`src/hdl/modular_exponentiation_unit_defines.svh`:
```
`ifndef MODULAR_EXPONENTIATION_UNIT_DEFINES_SVH
`define MODULAR_EXPONENTIATION_UNIT_DEFINES_SVH

// same-cycle implication, checked outside reset
`define MEXP_ASSERT_SAME(label, ante, cons, msg) \
    label: assert property (@(posedge i_clk) disable iff (!i_rst_n) (ante) |-> (cons)) \
        else $error(msg);

// next-cycle implication, checked outside reset
`define MEXP_ASSERT_NEXT(label, ante, cons, msg) \
    label: assert property (@(posedge i_clk) disable iff (!i_rst_n) (ante) |=> (cons)) \
        else $error(msg);

`endif

```
`src/hdl/mexp_pkg.sv`:
```
package mexp_pkg;

    localparam int WIDTH = 16;
    localparam int CNT_W = $clog2(WIDTH);

    typedef logic [WIDTH-1:0] t_word;
    typedef logic [WIDTH:0]   t_wide;
    typedef logic [CNT_W-1:0] t_cnt;

    typedef struct packed {
        logic busy;
        logic done;
    } t_mul_stat;

    typedef enum logic [4:0] {
        S_IDLE   = 5'b00001,
        S_REDUCE = 5'b00010,
        S_ACC    = 5'b00100,
        S_SQ     = 5'b01000,
        S_FINISH = 5'b10000
    } t_state;

    // (x + y) mod m for x, y below m
    function automatic t_word add_mod(t_word x, t_word y, t_word m);
        t_wide s;
        s = {1'b0, x} + {1'b0, y};
        if (s >= {1'b0, m}) begin
            s = s - {1'b0, m};
        end
        return s[WIDTH-1:0];
    endfunction

endpackage

```
`src/hdl/mexp_in_if.sv`:
```
interface mexp_in_if import mexp_pkg::*; ();
    logic  valid;
    logic  ready;
    t_word base;
    t_word exponent;

    modport source (output valid, output base, output exponent, input ready);
    modport sink (input valid, input base, input exponent, output ready);
endinterface

```
`src/hdl/mexp_out_if.sv`:
```
interface mexp_out_if import mexp_pkg::*; ();
    logic  valid;
    logic  ready;
    t_word power;

    modport source (output valid, output power, input ready);
    modport sink (input valid, input power, output ready);
endinterface

```
`src/hdl/mexp_mulmod.sv`:
```
module mexp_mulmod import mexp_pkg::*; (
    input  logic      i_clk,
    input  logic      i_rst_n,
    input  logic      i_start,
    input  t_word     i_a,
    input  t_word     i_b,
    input  t_word     i_mod,
    output t_mul_stat o_stat,
    output t_word     o_result
);

    logic  r_busy;
    logic  r_done;
    t_cnt  r_cnt;
    t_word r_a;
    t_word r_b;
    t_word r_r;

    t_word dbl;
    t_word n_r;

    // one bit of the multiplier per cycle, msb first
    always_comb begin
        dbl = add_mod(r_r, r_r, i_mod);
        n_r = add_mod(dbl, r_b[WIDTH-1] ? r_a : '0, i_mod);
    end

    always_ff @(posedge i_clk) begin
        if (!i_rst_n) begin
            r_busy <= 1'b0;
            r_done <= 1'b0;
            r_cnt  <= '0;
        end else begin
            if (i_start) begin
                r_busy <= 1'b1;
                r_done <= 1'b0;
                r_cnt  <= CNT_W'(WIDTH - 1);
            end else if (r_busy) begin
                if (r_cnt == '0) begin
                    r_busy <= 1'b0;
                    r_done <= 1'b1;
                end else begin
                    r_done <= 1'b0;
                    r_cnt  <= r_cnt - 1'b1;
                end
            end else begin
                r_done <= 1'b0;
            end
        end
    end

    always_ff @(posedge i_clk) begin
        if (i_start) begin
            r_a <= i_a;
            r_b <= i_b;
            r_r <= '0;
        end else if (r_busy) begin
            r_b <= {r_b[WIDTH-2:0], 1'b0};
            r_r <= n_r;
        end
    end

    assign o_stat.busy = r_busy;
    assign o_stat.done = r_done;
    assign o_result    = r_r;

endmodule

```
`src/hdl/modular_exponentiation_unit.sv`:
```
// Modular exponentiation unit: power = base ** exponent mod modulus.
// Input channel i_in carries base and exponent; a transaction is taken when
// valid and ready are both high. Output channel o_out carries power.
// The modulus is written through i_cfg_wr_en / i_cfg_wr_data; the user must
// write it only while the block is idle, as the block does not enforce this.
// It applies to every later transaction; a modulus below 2 gives 0.
// One transaction at a time: i_in.ready is high only while the sequencer idles.
// All arithmetic runs on one bit-serial modular multiplier that handles one
// multiplier bit per cycle. A transaction needs one reduction of the base,
// WIDTH - 1 squarings and one multiply per set exponent bit. The result sits in
// an output register; if the receiver stalls, the next transaction still runs
// and waits at its end until the register frees. Synchronous active-low reset
// returns the sequencer to idle, drops o_out.valid and sets the modulus to 2.
`include "modular_exponentiation_unit_defines.svh"

module modular_exponentiation_unit import mexp_pkg::*; (
    input  logic    i_clk,
    input  logic    i_rst_n,
    input  logic    i_cfg_wr_en,
    input  t_word   i_cfg_wr_data,
    mexp_in_if.sink   i_in,
    mexp_out_if.source o_out
);

    t_state r_state, n_state;
    t_word  r_modulus;
    t_word  r_exp, n_exp;
    t_word  r_acc, n_acc;
    t_word  r_sq, n_sq;
    t_cnt   r_bit, n_bit;
    logic   r_start, n_start;
    t_word  r_op_a, n_op_a;
    t_word  r_op_b, n_op_b;
    logic   r_out_valid, n_out_valid;
    t_word  r_out_power, n_out_power;

    t_mul_stat mul_stat;
    t_word     mul_result;
    logic      in_take;
    logic      out_load;
    logic      last_bit;
    logic      next_last;

    mexp_mulmod u_mul (
        .i_clk    (i_clk),
        .i_rst_n  (i_rst_n),
        .i_start  (r_start),
        .i_a      (r_op_a),
        .i_b      (r_op_b),
        .i_mod    (r_modulus),
        .o_stat   (mul_stat),
        .o_result (mul_result)
    );

    assign in_take   = i_in.valid && (r_state == S_IDLE);
    assign last_bit  = (r_bit == CNT_W'(WIDTH - 1));
    assign next_last = ((r_bit + 1'b1) == CNT_W'(WIDTH - 1));
    assign out_load  = (r_state == S_FINISH) && (!r_out_valid || o_out.ready);

    always_comb begin
        n_state     = r_state;
        n_exp       = r_exp;
        n_acc       = r_acc;
        n_sq        = r_sq;
        n_bit       = r_bit;
        n_start     = 1'b0;
        n_op_a      = r_op_a;
        n_op_b      = r_op_b;
        n_out_valid = r_out_valid && !o_out.ready;
        n_out_power = r_out_power;
        unique case (r_state)
            S_IDLE: begin
                if (in_take) begin
                    n_exp = i_in.exponent;
                    if (r_modulus < WIDTH'(2)) begin
                        n_acc   = '0;
                        n_state = S_FINISH;
                    end else begin
                        n_op_a  = WIDTH'(1);
                        n_op_b  = i_in.base;
                        n_start = 1'b1;
                        n_state = S_REDUCE;
                    end
                end
            end
            S_REDUCE: begin
                if (mul_stat.done) begin
                    n_sq  = mul_result;
                    n_acc = WIDTH'(1);
                    n_bit = '0;
                    if (r_exp[0]) begin
                        n_op_a  = WIDTH'(1);
                        n_op_b  = mul_result;
                        n_start = 1'b1;
                        n_state = S_ACC;
                    end else begin
                        n_op_a  = mul_result;
                        n_op_b  = mul_result;
                        n_start = 1'b1;
                        n_state = S_SQ;
                    end
                end
            end
            S_ACC: begin
                if (mul_stat.done) begin
                    n_acc = mul_result;
                    if (last_bit) begin
                        n_state = S_FINISH;
                    end else begin
                        n_op_a  = r_sq;
                        n_op_b  = r_sq;
                        n_start = 1'b1;
                        n_state = S_SQ;
                    end
                end
            end
            S_SQ: begin
                if (mul_stat.done) begin
                    n_sq  = mul_result;
                    n_bit = r_bit + 1'b1;
                    if (r_exp[r_bit + 1'b1]) begin
                        n_op_a  = r_acc;
                        n_op_b  = mul_result;
                        n_start = 1'b1;
                        n_state = S_ACC;
                    end else if (next_last) begin
                        n_state = S_FINISH;
                    end else begin
                        n_op_a  = mul_result;
                        n_op_b  = mul_result;
                        n_start = 1'b1;
                        n_state = S_SQ;
                    end
                end
            end
            S_FINISH: begin
                if (out_load) begin
                    n_out_valid = 1'b1;
                    n_out_power = r_acc;
                    n_state     = S_IDLE;
                end
            end
            default: begin
                n_state = S_IDLE;
            end
        endcase
    end

    always_ff @(posedge i_clk) begin
        if (!i_rst_n) begin
            r_state     <= S_IDLE;
            r_start     <= 1'b0;
            r_out_valid <= 1'b0;
            r_modulus   <= WIDTH'(2);
        end else begin
            r_state     <= n_state;
            r_start     <= n_start;
            r_out_valid <= n_out_valid;
            if (i_cfg_wr_en) begin
                r_modulus <= i_cfg_wr_data;
            end
        end
    end

    always_ff @(posedge i_clk) begin
        r_exp       <= n_exp;
        r_acc       <= n_acc;
        r_sq        <= n_sq;
        r_bit       <= n_bit;
        r_op_a      <= n_op_a;
        r_op_b      <= n_op_b;
        r_out_power <= n_out_power;
    end

    assign i_in.ready  = (r_state == S_IDLE);
    assign o_out.valid = r_out_valid;
    assign o_out.power = r_out_power;

    `MEXP_ASSERT_NEXT(a_take_leaves_idle, in_take, r_state != S_IDLE, "transaction taken but idle")
    `MEXP_ASSERT_SAME(a_start_when_free, r_start, !mul_stat.busy, "multiplier restarted while busy")
    `MEXP_ASSERT_SAME(a_done_in_mul_state, mul_stat.done,
        r_state == S_REDUCE || r_state == S_ACC || r_state == S_SQ, "stray multiplier done")
    `MEXP_ASSERT_SAME(a_result_below_mod, out_load && (r_modulus >= WIDTH'(2)),
        r_acc < r_modulus, "result not reduced")

endmodule

```
`src/flat_wrapper.sv`:
```
// flat-port wrapper written by rule: the top's interface ports become plain ports
module modular_exponentiation_unit_flat import mexp_pkg::*;
  (i_clk, i_rst_n, i_cfg_wr_en, i_cfg_wr_data, i_in_valid, i_in_base, i_in_exponent, i_in_ready, o_out_valid, o_out_power, o_out_ready);
  mexp_in_if i_in_i ();
  mexp_out_if o_out_i ();
  input  logic i_clk;
  input  logic i_rst_n;
  input  logic i_cfg_wr_en;
  input  t_word i_cfg_wr_data;
  input wire logic [$bits(i_in_i.valid)-1:0] i_in_valid;
  input wire logic [$bits(i_in_i.base)-1:0] i_in_base;
  input wire logic [$bits(i_in_i.exponent)-1:0] i_in_exponent;
  output wire logic [$bits(i_in_i.ready)-1:0] i_in_ready;
  output wire logic [$bits(o_out_i.valid)-1:0] o_out_valid;
  output wire logic [$bits(o_out_i.power)-1:0] o_out_power;
  input wire logic [$bits(o_out_i.ready)-1:0] o_out_ready;
  assign i_in_i.valid = i_in_valid;
  assign i_in_i.base = i_in_base;
  assign i_in_i.exponent = i_in_exponent;
  assign i_in_ready = i_in_i.ready;
  assign o_out_valid = o_out_i.valid;
  assign o_out_power = o_out_i.power;
  assign o_out_i.ready = o_out_ready;
  modular_exponentiation_unit u_core (.i_clk(i_clk), .i_rst_n(i_rst_n), .i_cfg_wr_en(i_cfg_wr_en), .i_cfg_wr_data(i_cfg_wr_data), .i_in(i_in_i), .o_out(o_out_i));
endmodule
```
`config.mk`:
```
export PLATFORM = sky130hd
export DESIGN_NAME = modular_exponentiation_unit_flat
export DESIGN_NICKNAME = d
export VERILOG_FILES = /design/src/hdl/mexp_pkg.sv /design/src/hdl/mexp_in_if.sv /design/src/hdl/mexp_out_if.sv /design/src/hdl/mexp_mulmod.sv /design/src/hdl/modular_exponentiation_unit.sv /design/src/flat_wrapper.sv
export VERILOG_INCLUDE_DIRS = /design/src /design/src/hdl
export SDC_FILE = /design/constraint.sdc
export NUM_CORES = 1
export LEC_CHECK = 0
export BUFFER_PORTS_ARGS = -buffer_cell sky130_fd_sc_hd__buf_2
export CAP_MARGIN = 5
export CORE_MARGIN = 1.5
export CORE_UTILIZATION = 38
export CTS_BUF_LIST = sky130_fd_sc_hd__clkbuf_4
export CTS_CLUSTER_SIZE = 24
export DETAILED_ROUTE_END_ITERATION = 10
export GPL_ROUTABILITY_DRIVEN = 1
export MAX_ROUTING_LAYER = met4
export PLACE_DENSITY = 0.66
export SLEW_MARGIN = 20
export SYNTH_ARGS = -nofsm -noshare
export SYNTH_HDL_FRONTEND = slang
export SYNTH_SLANG_ARGS = --single-unit
export TNS_END_PERCENT = 10
```
`constraint.sdc`:
```
create_clock -name i_clk -period 14 [get_ports i_clk]
set_input_delay 0.7 -clock i_clk [delete_from_list [all_inputs] [get_ports i_clk]]
set_output_delay 0.7 -clock i_clk [all_outputs]
set_load 0.005 [all_outputs]
```
==> results by group <==
Setup path
  – Reg-to-reg slack, setup: 7.29 ns
  – Reg2Reg Depth: 22
  – Cell Chain, Critical Path: inv_1 > ha_1 > a21oi_1 > nand2_1 > a21oi_1 > o21ai_0 > o21ai_2 > mux2_2 > ha_1 > a2111o_1 > a31oi_2 > o31ai_1 > o31ai_2 > mux2i_1 > nand2b_1 > ha_1 > o21ai_0 > nand2b_1 > nand2_1 > a31oi_1 > o21ai_0 > a311oi_1
  – Worst Path Max Fanout: 15
  – Largest stage delay, worst path: 0.81 ns
  – Worst Path Buf+Inv: 1
  – Crit path required time: 14.50 ns
  – Critical Path AT: between 7 and 8 ns
  – Crit start category: register
  – Top delay family on crit path: compound AO/OA/AOI/OAI gates
  – Critical Path Slowest Stage Cell: a31oi_1
  – Levels on crit path: 22
  – Crit path capture type: register
  – Critical Setup Path Class: register to register

GRT
  – Vias in the first global route: around 6.6k
  – Antenna violations before repair: 0
  – GRT overflow: 0
  – Largest net degree at the start of global routing: a little under 50
  – Wire length of the first global-routing pass: between 30 and 40 mm
  – Total GRT Usage: between 10% and 20%

Detailed routing
  – DR WL/cell: 19.0 um
  – Met3 WL: 1.11 mm
  – Initial DRC count: about 500
  – Uppermost layer routed: met4
  – DR WL met2: around 11 mm
  – Routed length on met1: 10.6 mm
  – Post-route ant nets: 0
  – Final wirelength: ~23 mm
  – Via density: 5.52
  – Via count: roughly 6.8k
  – Drt pass-1 iters: 6
  – DRC Markers: 0

Logic synthesis
  – Post-synthesis instance area: 9610 sq um
  – Ys Warns: 0
  – Count of different cell masters after synthesis: 76
  – Ys flop type: edfxtp_1
  – Register area share after synthesis: 50.6%
  – Syn_nets: about 930
  – EDFF count, synth: about 130
  – Avg Cell Area, Syn: 11.8 sq um
  – Synth async-reset ratio: 0%
  – Synth Register Bits: 177
  – Cells after Synth: 818

CTS
  – Max clock buf depth: 2
  – CTS clock-pin slew for the worst setup and hold paths: 0.16 ns
  – CTS tree: yes
  – Number of CTS-inserted buffers: 17
  – CTS resizes: 0
  – Skew-Pair Late Insertion Delay: 0.58 ns
  – TritonCTS sink count: about 180
  – Hold-fix buffers, CTS: 0
  – Setup bufs post-CTS: 0
  – H-tree depth: 4
  – Root Driver: clkbuf_4

Timing
  – Final setup viols: 0
  – Final Cycle Share: between 40% and 50%
  – Setup TNS: 0 ns
  – Clock Skews: 0.0207 ns
  – Worst-margin pin slew: 1.10 ns
  – RSZ-0062 raised after global routing: no
  – Max-slew headroom: 26.2%
  – Fmax: 149 MHz
  – Final hold viol count: 0
  – Max-slew violations: 0
  – Minimum clock period: 6.71 ns

Die
  – Ports: 71
  – Chip width: 162 um
  – Initial core utilization: about two fifths
  – Die ar.: around 26,000 sq um
  – Core area: 25,000 sq um
  – Height of the die: ~160 um
  – Core Rows: 58

Final layout
  – Synthesis-to-layout area growth: 9.93%
  – Share of cells above drive strength 1: 19.2%
  – Final net count: ~990
  – Commonest non-fill, non-tap cell in the layout: edfxtp_1
  – Number of fill cells: 2,387
  – Antenna cells: 0
  – Commonest cells after routing, fill and taps aside: 132 x edfxtp_1, 70 x buf_2, 54 x and2_1

Min path
  – Hold path depth: 1
  – Worst hold path type: input port to register

Placement
  – Hpwl dp: ~17 mm
  – Port-buffer cells: 70
  – GPL Wtd Cong: about 0.87

Flow run
  – # Max-Cap Violations: 0

Run status
  – Status: finished, final reports clean
synthesized netlist by cell type, types with 4 or more instances:
library cell | number | area share, %
and2_1 | 54 | 3.5
o21bai_1 | 4 | 0.31
a221o_1 | 30 | 3.1
a21o_1 | 9 | 0.70
mux2i_1 | 20 | 2.1
mux2_2 | 28 | 3.3
nor3_1 | 15 | 0.78
o211ai_1 | 4 | 0.31
o21a_1 | 10 | 0.78
nor2_1 | 49 | 1.9
nand2b_1 | 6 | 0.39
a211oi_1 | 4 | 0.31
inv_1 | 33 | 1.3
a311oi_1 | 10 | 0.91
clkbuf_1 | 23 | 0.90
a31oi_1 | 5 | 0.33
nor2b_1 | 25 | 1.6
a21o_2 | 4 | 0.36
ha_1 | 51 | 6.6
nand3b_1 | 6 | 0.47
o21ai_0 | 25 | 1.3
and3_1 | 7 | 0.46
xor2_1 | 10 | 0.91
a21oi_1 | 33 | 1.7
edfxtp_1 | 132 | 41
nor4_1 | 9 | 0.59
a211o_1 | 5 | 0.46
mux4_2 | 4 | 0.94
o22ai_1 | 4 | 0.26
nand3_1 | 21 | 1.1
nand2_1 | 24 | 0.94
a21boi_0 | 7 | 0.55
buf_6 | 5 | 0.59
nand4_1 | 7 | 0.46
xnor2_1 | 27 | 2.5
dfxtp_1 | 45 | 9.4
routing by layer:
metal  track usage [%]  vias to the layer above
met5                 -                        -
met4              6.67                        0
met3              2.53                       33
met2              29.8                      225
met1              24.7                     3252
li1                  -                     3251
flip-flops by register name, indices dropped and copies added, names as in the netlist, 5 cells and up:
register and flops:
u_core.r_sq 16, u_core.r_op_b 16, u_core.r_exp 16, u_core.r_modulus 16, u_core.u_mul.r_b 16, u_core.r_op_a 16, u_core.r_state 5, u_core.u_mul.r_a 16
u_core.o_out.power 16, u_core.r_acc 16, u_core.u_mul.o_result 16
through the flow:
stage	std cells	utilization (%)	hold slack [ns]	setup slack (ns)	instance area, sq um
finish	1224	42.2	0.284	7.29	10600
global route	1224	42.2	0.236	6.72	10600
CTS	1224	42.2	0.227	7.26	10600
detailed placement	1192	41.0	0.405	7.32	10300
global placement	1192	41.0	0.401	7.44	10300
floorplan	818	-	0.400	8.65	9610
layout make-up:
class | instances | area, sq um | share of cell area, %
repair buffers | 77 | 403 | 3.81
clock buffers | 19 | 143 | 1.35
multi-input cells | 574 | 4460 | 42.2
clock inverters | 13 | 153 | 1.44
inverters | 34 | 128 | 1.21
well taps | 330 | 413 | 3.91
flip-flops and latches | 177 | 4870 | 46.1
logic make-up after synthesis:
kind of cell / share of synthesized area (%)
AOI/OAI and AO/OA: 16.1
muxes: 6.30
xor gates and xnor gates: 3.54
adders and majority gates: 7.26
buffers and inverters: 3.08
and+or+nand+nor: 13.1
DFF: 50.6
path summary, 6_finish.rpt:
kind / startpoint / endpoint
min: i_in_exponent[13] / u_core.r_exp[13]
max: u_core.r_modulus[2] / u_core.u_mul.o_result[12]
min reg2reg: u_core.r_op_a[15] / u_core.u_mul.r_a[15]
max reg2reg: u_core.r_modulus[2] / u_core.u_mul.o_result[12]
Power is not shown: default switching activity piles up to over one toggle a cycle in this logic, so the estimate is an artifact.
